[src/rtl/core/fdf_pkg.sv]
// types and constants shared by the fir filter modules
// no dependencies
`default_nettype none

package fdf_pkg;

  localparam int unsigned ACTION_BITS      = 2;
  localparam int unsigned COEFF_INDEX_BITS = 6;
  localparam int unsigned COEFF_BITS       = 16;
  localparam int unsigned FRAC_BITS        = 15;
  localparam int unsigned TAP_COUNT_BITS   = 7;
  localparam logic [TAP_COUNT_BITS-1:0] TAP_COUNT_RESET = 7'd64;

  localparam int unsigned APB_ADDR_BITS = 3;
  localparam int unsigned APB_DATA_BITS = 32;
  localparam logic REG_TAP_COUNT = 1'b0;

  typedef enum logic [ACTION_BITS-1:0] {
    ACT_FILTER = 2'd0,
    ACT_LOAD   = 2'd1,
    ACT_CLEAR  = 2'd2
  } action_e;

  typedef enum logic [4:0] {
    ST_CLEAR = 5'b00001,
    ST_IDLE  = 5'b00010,
    ST_MAC   = 5'b00100,
    ST_DRAIN = 5'b01000,
    ST_DONE  = 5'b10000
  } state_e;

endpackage

`default_nettype wire

[src/rtl/core/fdf_ram.sv]
// generic single write port, single read port ram with registered read
// no dependencies
`default_nettype none

module fdf_ram #(
  parameter int unsigned WIDTH = 16,
  parameter int unsigned DEPTH = 64,
  localparam int unsigned AddrW = (DEPTH > 1) ? $clog2(DEPTH) : 1
) (
  input  logic             clk_i,
  input  logic             we_i,
  input  logic [AddrW-1:0] waddr_i,
  input  logic [WIDTH-1:0] wdata_i,
  input  logic [AddrW-1:0] raddr_i,
  output logic [WIDTH-1:0] rdata_o
);

  logic [WIDTH-1:0] mem_q [DEPTH];
  logic [WIDTH-1:0] rdata_q;

  always_ff @(posedge clk_i) begin
    if (we_i) begin
      mem_q[waddr_i] <= wdata_i;
    end
    rdata_q <= mem_q[raddr_i];
  end

  assign rdata_o = rdata_q;

endmodule

`default_nettype wire

[src/rtl/core/fir_filter_direct_form.sv]
// fir_filter_direct_form: direct-form fir filter top level
// depends on fdf_pkg and fdf_ram
//
// Each filter word writes its sample into a circular delay line in ram and
// then runs one multiply-accumulate per active tap, one tap per cycle, reading
// the delay line ram and the coefficient ram in lockstep; the active taps are
// tap_count limited to 1..MAX_TAPS. After the last tap the drain state waits
// for the pipeline to empty; the sum goes to the result register once the
// previous result has been taken, and only then is the next word taken; the
// single shared multiplier and the one read port of each ram set this pace.
// Coefficient loads and unused action codes finish in the idle state. A clear
// word sweeps the delay line ram one entry a cycle. After reset a clearing
// pass zeroes both rams before the first word is taken. Register writes are
// taken at any time, but the tap count should change only while no filter
// word is in flight. The sum is floor-shifted right by 15 and saturated to
// SAMPLE_BITS.
`default_nettype none

module fir_filter_direct_form #(
  parameter int unsigned MAX_TAPS    = 64,
  parameter int unsigned SAMPLE_BITS = 16
) (
  input  logic                                  clk_i,
  input  logic                                  rst_ni,
  input  logic                                  in_valid_i,
  output logic                                  in_ready_o,
  input  logic [fdf_pkg::ACTION_BITS-1:0]       action_i,
  input  logic signed [SAMPLE_BITS-1:0]         sample_in_i,
  input  logic [fdf_pkg::COEFF_INDEX_BITS-1:0]  coeff_index_i,
  input  logic signed [fdf_pkg::COEFF_BITS-1:0] coeff_value_i,
  output logic                                  out_valid_o,
  input  logic                                  out_ready_i,
  output logic signed [SAMPLE_BITS-1:0]         sample_out_o,
  output logic                                  saturated_o,
  input  logic                                  psel,
  input  logic                                  penable,
  input  logic                                  pwrite,
  input  logic [fdf_pkg::APB_ADDR_BITS-1:0]     paddr,
  input  logic [fdf_pkg::APB_DATA_BITS-1:0]     pwdata,
  output logic [fdf_pkg::APB_DATA_BITS-1:0]     prdata,
  output logic                                  pready
);
  import fdf_pkg::*;

  localparam int unsigned AW    = (MAX_TAPS > 1) ? $clog2(MAX_TAPS) : 1;
  localparam int unsigned CW    = $clog2(MAX_TAPS + 1);
  localparam int unsigned CMPW  = ((TAP_COUNT_BITS > CW) ? TAP_COUNT_BITS : CW) + 1;
  localparam int unsigned IW    = ((COEFF_INDEX_BITS > AW) ? COEFF_INDEX_BITS : AW) + 1;
  localparam int unsigned PW    = SAMPLE_BITS + COEFF_BITS;
  localparam int unsigned ACC_W = PW + AW + 1;
  localparam logic signed [ACC_W-1:0] SAT_HI =
    {{(ACC_W-SAMPLE_BITS+1){1'b0}}, {(SAMPLE_BITS-1){1'b1}}};
  localparam logic signed [ACC_W-1:0] SAT_LO =
    {{(ACC_W-SAMPLE_BITS+1){1'b1}}, {(SAMPLE_BITS-1){1'b0}}};

  state_e state_q, state_d;
  logic [AW-1:0] head_q, head_d;
  logic [AW-1:0] tap_addr_q, tap_addr_d;
  logic [AW-1:0] k_q, k_d;
  logic [AW-1:0] clr_addr_q, clr_addr_d;
  logic clr_coef_q, clr_coef_d;
  logic v1_q, v2_q, issue;
  logic signed [PW-1:0] prod_q;
  logic signed [ACC_W-1:0] acc_q, acc_d;
  logic [TAP_COUNT_BITS-1:0] tap_count_q;
  logic out_valid_q, saturated_q, load_out;
  logic signed [SAMPLE_BITS-1:0] sample_out_q;

  logic in_acc, last_tap, coef_idx_ok;
  logic [AW-1:0] head_inc, tap_prev;
  logic [CMPW-1:0] tc_ext;
  logic [CW-1:0] taps_eff;

  logic dl_we, cf_we;
  logic [AW-1:0] dl_waddr, cf_waddr;
  logic signed [SAMPLE_BITS-1:0] dl_wdata, dl_rdata;
  logic signed [COEFF_BITS-1:0] cf_wdata, cf_rdata;

  logic signed [ACC_W-1:0] shifted, res;
  logic sat_hi, sat_lo;

  // register port
  assign pready = 1'b1;
  assign prdata = (paddr[2] == REG_TAP_COUNT) ? APB_DATA_BITS'(tap_count_q) : '0;

  always_ff @(posedge clk_i or negedge rst_ni) begin
    if (!rst_ni) begin
      tap_count_q <= TAP_COUNT_RESET;
    end else if (psel && penable && pwrite && pready && paddr[2] == REG_TAP_COUNT) begin
      tap_count_q <= pwdata[TAP_COUNT_BITS-1:0];
    end
  end

  // effective tap count
  assign tc_ext = CMPW'(tap_count_q);
  always_comb begin
    if (tc_ext == '0) begin
      taps_eff = CW'(1);
    end else if (tc_ext > CMPW'(MAX_TAPS)) begin
      taps_eff = CW'(MAX_TAPS);
    end else begin
      taps_eff = tc_ext[CW-1:0];
    end
  end

  assign in_ready_o  = (state_q == ST_IDLE);
  assign in_acc      = in_valid_i && in_ready_o;
  assign head_inc    = (head_q == AW'(MAX_TAPS - 1)) ? '0 : head_q + AW'(1);
  assign tap_prev    = (tap_addr_q == '0) ? AW'(MAX_TAPS - 1) : tap_addr_q - AW'(1);
  assign last_tap    = (CW'(k_q) + CW'(1)) == taps_eff;
  assign coef_idx_ok = IW'(coeff_index_i) < IW'(MAX_TAPS);

  always_comb begin
    state_d    = state_q;
    head_d     = head_q;
    tap_addr_d = tap_addr_q;
    k_d        = k_q;
    clr_addr_d = clr_addr_q;
    clr_coef_d = clr_coef_q;
    acc_d      = v2_q ? acc_q + ACC_W'(prod_q) : acc_q;
    issue      = 1'b0;
    load_out   = 1'b0;
    dl_we      = 1'b0;
    dl_waddr   = head_q;
    dl_wdata   = sample_in_i;
    cf_we      = 1'b0;
    cf_waddr   = AW'(coeff_index_i);
    cf_wdata   = coeff_value_i;
    case (state_q)
      ST_CLEAR: begin
        dl_we    = 1'b1;
        dl_waddr = clr_addr_q;
        dl_wdata = '0;
        cf_we    = clr_coef_q;
        cf_waddr = clr_addr_q;
        cf_wdata = '0;
        if (clr_addr_q == AW'(MAX_TAPS - 1)) begin
          clr_coef_d = 1'b0;
          state_d    = ST_IDLE;
        end else begin
          clr_addr_d = clr_addr_q + AW'(1);
        end
      end
      ST_IDLE: begin
        if (in_acc) begin
          case (action_e'(action_i))
            ACT_FILTER: begin
              dl_we      = 1'b1;
              dl_waddr   = head_inc;
              head_d     = head_inc;
              tap_addr_d = head_inc;
              k_d        = '0;
              acc_d      = '0;
              state_d    = ST_MAC;
            end
            ACT_LOAD: begin
              cf_we = coef_idx_ok;
            end
            ACT_CLEAR: begin
              clr_addr_d = '0;
              state_d    = ST_CLEAR;
            end
            default: begin
            end
          endcase
        end
      end
      ST_MAC: begin
        issue      = 1'b1;
        tap_addr_d = tap_prev;
        k_d        = k_q + AW'(1);
        if (last_tap) begin
          state_d = ST_DRAIN;
        end
      end
      ST_DRAIN: begin
        if (!v1_q && !v2_q) begin
          state_d = ST_DONE;
        end
      end
      ST_DONE: begin
        if (!out_valid_q || out_ready_i) begin
          load_out = 1'b1;
          state_d  = ST_IDLE;
        end
      end
      default: begin
        state_d = ST_IDLE;
      end
    endcase
  end

  always_ff @(posedge clk_i or negedge rst_ni) begin
    if (!rst_ni) begin
      state_q     <= ST_CLEAR;
      head_q      <= '0;
      clr_addr_q  <= '0;
      clr_coef_q  <= 1'b1;
      v1_q        <= 1'b0;
      v2_q        <= 1'b0;
      out_valid_q <= 1'b0;
    end else begin
      state_q    <= state_d;
      head_q     <= head_d;
      clr_addr_q <= clr_addr_d;
      clr_coef_q <= clr_coef_d;
      v1_q       <= issue;
      v2_q       <= v1_q;
      if (load_out) begin
        out_valid_q <= 1'b1;
      end else if (out_ready_i) begin
        out_valid_q <= 1'b0;
      end
    end
  end

  always_ff @(posedge clk_i) begin
    tap_addr_q <= tap_addr_d;
    k_q        <= k_d;
    acc_q      <= acc_d;
    prod_q     <= dl_rdata * cf_rdata;
    if (load_out) begin
      sample_out_q <= res[SAMPLE_BITS-1:0];
      saturated_q  <= sat_hi || sat_lo;
    end
  end

  // floor shift and saturation
  assign shifted = acc_q >>> FRAC_BITS;
  assign sat_hi  = shifted > SAT_HI;
  assign sat_lo  = shifted < SAT_LO;
  assign res     = sat_hi ? SAT_HI : (sat_lo ? SAT_LO : shifted);

  assign out_valid_o  = out_valid_q;
  assign sample_out_o = sample_out_q;
  assign saturated_o  = saturated_q;

  fdf_ram #(
    .WIDTH(SAMPLE_BITS),
    .DEPTH(MAX_TAPS)
  ) u_delay_ram (
    .clk_i  (clk_i),
    .we_i   (dl_we),
    .waddr_i(dl_waddr),
    .wdata_i(dl_wdata),
    .raddr_i(tap_addr_q),
    .rdata_o(dl_rdata)
  );

  fdf_ram #(
    .WIDTH(COEFF_BITS),
    .DEPTH(MAX_TAPS)
  ) u_coef_ram (
    .clk_i  (clk_i),
    .we_i   (cf_we),
    .waddr_i(cf_waddr),
    .wdata_i(cf_wdata),
    .raddr_i(k_q),
    .rdata_o(cf_rdata)
  );

endmodule

`default_nettype wire

[config.mk]
export PLATFORM = sky130hd
export DESIGN_NAME = fir_filter_direct_form
export DESIGN_NICKNAME = d
export VERILOG_FILES = /design/src/rtl/core/fdf_pkg.sv /design/src/rtl/core/fdf_ram.sv /design/src/rtl/core/fir_filter_direct_form.sv
export SDC_FILE = /design/constraint.sdc
export NUM_CORES = 2
export LEC_CHECK = 0
export BUFFER_PORTS_ARGS = -buffer_cell sky130_fd_sc_hd__buf_4
export CAP_MARGIN = 40
export CORE_MARGIN = 4
export CORE_UTILIZATION = 45
export DETAILED_ROUTE_END_ITERATION = 8
export HOLD_SLACK_MARGIN = 0.05
export PLACE_DENSITY = 0.63
export SLEW_MARGIN = 20
export SYNTH_ARGS = -nofsm -noshare
export SYNTH_HDL_FRONTEND = slang
export SYNTH_HIERARCHICAL = 1
export SYNTH_SLANG_ARGS = --single-unit
[constraint.sdc]
create_clock -name clk_i -period 7.85 [get_ports clk_i]
set_input_delay 2.355 -clock clk_i [delete_from_list [all_inputs] [get_ports clk_i]]
set_output_delay 2.355 -clock clk_i [all_outputs]
set_load 0.01 [all_outputs]
==> results.md <==
Critical path:
- STA classifies the critical path endpoint as a flip-flop.
- The kind of cell with the highest combined delay along the critical path is adder cells.
- In this design, the stage delay of the slowest critical-path cell is 0.77 ns.
- By instance count, the cell type seen most on the critical path is sky130_fd_sc_hd__fa_1.
- The worst-path cell with the longest stage delay is sky130_fd_sc_hd__dfxtp_1.
- The type of the worst setup path is reg2reg.
- In this run the worst path has a maximum fanout of 16.
- STA classifies the critical path startpoint as a flip-flop.
- The critical path goes through nand2_1 > fa_1 > inv_1 > fa_1 > inv_1 > fa_1 > inv_1 > fa_1 > fa_1 > inv_1 > fa_1 > inv_1 > ha_1 > nand4_1 > or2_1 > o31ai_1 > a21oi_1 > a211oi_1 > a21o_1 > a21oi_1 > xnor2_1.
- The arrival time at the worst endpoint is around 7.5 ns.
- The number of buffers and inverters on the critical path is 5.
- Data on the critical path is required at its endpoint by about 8.5 ns.

Yosys:
- Sequential cells were found to cover about two thirds of the synthesized design area.
- The portion of synthesized cell area occupied by the leading cell type is 64.1%.
- The count of warnings emitted by yosys is 6.
- The proportion of synthesized flip-flops having asynchronous set or reset is about 1.3%.
- The average instance in the mapped netlist occupies 17.6 sq um.
- After technology mapping, the gate count stands at between 5,000 and 6,000.
- The most frequently used flop master after synthesis is sky130_fd_sc_hd__edfxtp_1.
- The synthesized design contains around 2,100 enable-type register cells.
- The synthesis-stage register bit count is 2,208.
- The synthesized design spends more area on one cell type than any other, namely sky130_fd_sc_hd__edfxtp_1.
- By area the synthesized netlist is led by sky130_fd_sc_hd__edfxtp_1 (64%), sky130_fd_sc_hd__mux4_2 (10%), sky130_fd_sc_hd__fa_1 (5.4%), sky130_fd_sc_hd__dfxtp_1 (2.1%), sky130_fd_sc_hd__mux2i_1 (2.0%).
- The cell area after synthesis is between 90,000 and 100,000 sq um.
- The distinct cell type count of the synthesized netlist is 88.

Die:
- The die is between 400 and 500 microns tall.
- The die covers about 220,000 sq um.
- The number of placement rows is 170.
- Once the floorplan was initialized, standard cells occupied a little under half of the core.
- After floorplanning, the core was sized to cover about 210,000 sq um.
- From left edge to right edge, the die measures between 400 and 500 microns.
- During I/O placement, the number of pins put on the boundary was 134.

Drt:
- The wire length reported by the detailed router is between 200,000 and 250,000 microns.
- The total vias in the final route is just over 50,000.
- The detailed-route DRC error count is 0.
- Once detail routing completed, the nets flagged for antenna violations numbered 0.
- Before antenna repair, the detailed router went through 6 iterations.
- Dividing the detail-routed via count by the number of cells gives 5.70.
- The detailed router finished its first iteration with a little over 5,000 violations.
- The per-cell routed wire length is 25.7 microns.

GRT:
- The number of global-route vias before repair is 51,100.
- The leftover overflow at the end of global routing is 0.
- The number of antenna violations at the first check in global routing was 11.
- The first global-routing pass estimated 339,000 microns of wire.
- The maximum number of pins on one net before global-route repair is roughly 120.
- Global routing used between 20% and 30% of the available tracks across all layers.

STA:
- The count of endpoints failing hold in the final timing report came to 0.
- The worst path needs a little under 7 ns of the cycle, external delays included.
- The final number of max-transition violations came to 0.
- The number of endpoints failing setup at the final stage is 0.
- The highest clock frequency the design can meet is around 0.15 GHz.
- Dividing the final minimum period by the clock period gives 86.2%.
- Measured against its own limit, the worst slew margin works out to roughly a third.
- The final worst setup slack is roughly 1.1 ns.
- The actual transition at the worst max-transition pin is 0.990 ns.
- For the final routed database, the setup TNS stands at 0 ns.
- The setup clock skew after layout is approximately 0.076 ns.
- Setup repair after global routing left no endpoint under its margin.

CTS:
- The setup fix buffers added after clock tree synthesis is 0.
- After clock tree synthesis, the repair step resized 0 gates.
- The clock reaches the later pin of the worst-skew pair after 0.86 ns.
- For this design, the CTS-stage hold fixing added 0 buffers.
- The CTS tree is yes.
- The root buffer cell chosen for the clock tree is sky130_fd_sc_hd__clkbuf_16.
- The clock buffer count from CTS is between 200 and 250.
- The number of H-tree branching levels is 4.
- The longest clock path from root to sink contains 3 buffers.
- CTS saw around 2,200 sinks.
- Clock-pin slew was measured on the worst setup and hold paths at about 0.060 ns.

Outcome:
- The run finished with clean final reports.

Layout:
- The growth of design area from synthesis to finish is 11.8%.
- The share of the core filled with cells is between 50% and 60%.
- The library cells used most frequently in the layout, excluding fill and tap cells, are sky130_fd_sc_hd__edfxtp_1 (2,077), sky130_fd_sc_hd__mux4_2 (440), sky130_fd_sc_hd__inv_1 (321).
- After the last flow step, the layout net total stands at 6,280.
- The most frequent standard cell in the layout excluding fill and tap cells is sky130_fd_sc_hd__edfxtp_1.
- Cells with a size suffix above 1 make up 20.3% of the layout.

Placement:
- The count of input and output buffers is 80.
- At the placement stage, the worst setup path has a slack of about 1.1 ns.
- The routability-driven placement congestion ratio is approximately 0.86.
- Detailed placement ended at an HPWL of ~140,000 microns.

Hold path:
- The worst hold path belongs to the class reg2reg.

Run:
- Max-cap violations in this run came to 0.
-- cell families (layout without fill, tap and decap cells) --
kind of cell / after synthesis / in the layout / synth area share (%)
muxes: 709 / 709 / 13.2
AOI/OAI and AO/OA: 527 / 527 / 3.80
other: 2 / 30 / 0.00772
buffers and inverters: 621 / 1041 / 3.20
and+or+nand+nor: 1001 / 1001 / 5.07
adders and majority gates: 388 / 388 / 7.02
DFF: 2208 / 2208 / 66.9
xor gates and xnor gates: 88 / 88 / 0.792
-- Yosys cell counts, drive strengths merged, types with 71 or more instances --
cell / number
inv: 321
o21ai: 73
clkbuf: 114
mux4: 448
a21oi: 103
nand3: 71
edfxtp: 2077
and2: 167
nor2: 241
mux2i: 199
dfxtp: 103
nor2b: 76
a22oi: 83
buf: 186
nand2: 308
ha: 125
fa: 263
-- worst reg2reg max path, delay by kind of cell (launching register included) --
kind	cells	cell delay, ns
adders and majority gates	7	3.39
buffers and inverters	5	0.27
AOI/OAI and AO/OA	5	1.52
DFF	1	0.77
xor gates and xnor gates	1	0.12
and+or+nand+nor	3	0.58
-- worst paths after layout --
kind                                       end  cells past startpoint  slack, ns                    from
worst max register to register      prod_q[30]                     21       1.08  u_delay_ram/rdata_o[7]
worst min-delay path                      v2_q                      0       0.45                    v1_q
max in group asynchronous                 v2_q                      1       6.03                  rst_ni
worst max-delay path                prod_q[30]                     21       1.08  u_delay_ram/rdata_o[7]
worst min register to register            v2_q                      0       0.45                    v1_q
min in group asynchronous       tap_count_q[0]                      1       1.43                  rst_ni
-- cell type report --
type | count | area, sq um
Timing Repair Buffer | 320 | 2640
Clock buffer | 264 | 5690
Fill cell | 17400 | 106000
Sequential cell | 2208 | 65100
Antenna cell | 4 | 10.0
Inverter | 321 | 1200
Multi-Input combinational cell | 2739 | 29200
Tap cell | 2838 | 3550
Clock inverter | 136 | 1350
-- per-stage QoR --
stage / hold WS [ns] / std cells / area, sq um
floorplan: 0.355 / 5568 / 97400
global placement: 0.373 / 8396 / 101000
detailed placement: 0.370 / 8418 / 102000
CTS: 0.443 / 8818 / 109000
global route: 0.471 / 8829 / 109000
finish: 0.453 / 8830 / 109000
-- per-layer routing --
layer / up-vias / routed length (microns) / global-route usage (%)
li1: 21900 / - / -
met1: 26500 / 92500 / 28.0
met2: 1589 / 112000 / 33.4
met3: 371 / 14400 / 3.29
met4: 2 / 8330 / 7.15
met5: - / 8 / 0
-- flip-flops by register name, summed over array words and instances, names as in the netlist, 5 cells and up --
signal               count
tap_addr_q               6
k_q                      6
u_delay_ram/mem_q     1024
head_q                   6
u_coef_ram/mem_q      1024
prod_q                  32
clr_addr_q               6
acc_q                   39
sample_out_o            16
u_coef_ram/rdata_o      16
u_delay_ram/rdata_o     16
tap_count_q              7
state_q                  5
Power is not shown: default switching activity piles up to over one toggle a cycle in this logic, so the estimate is an artifact.
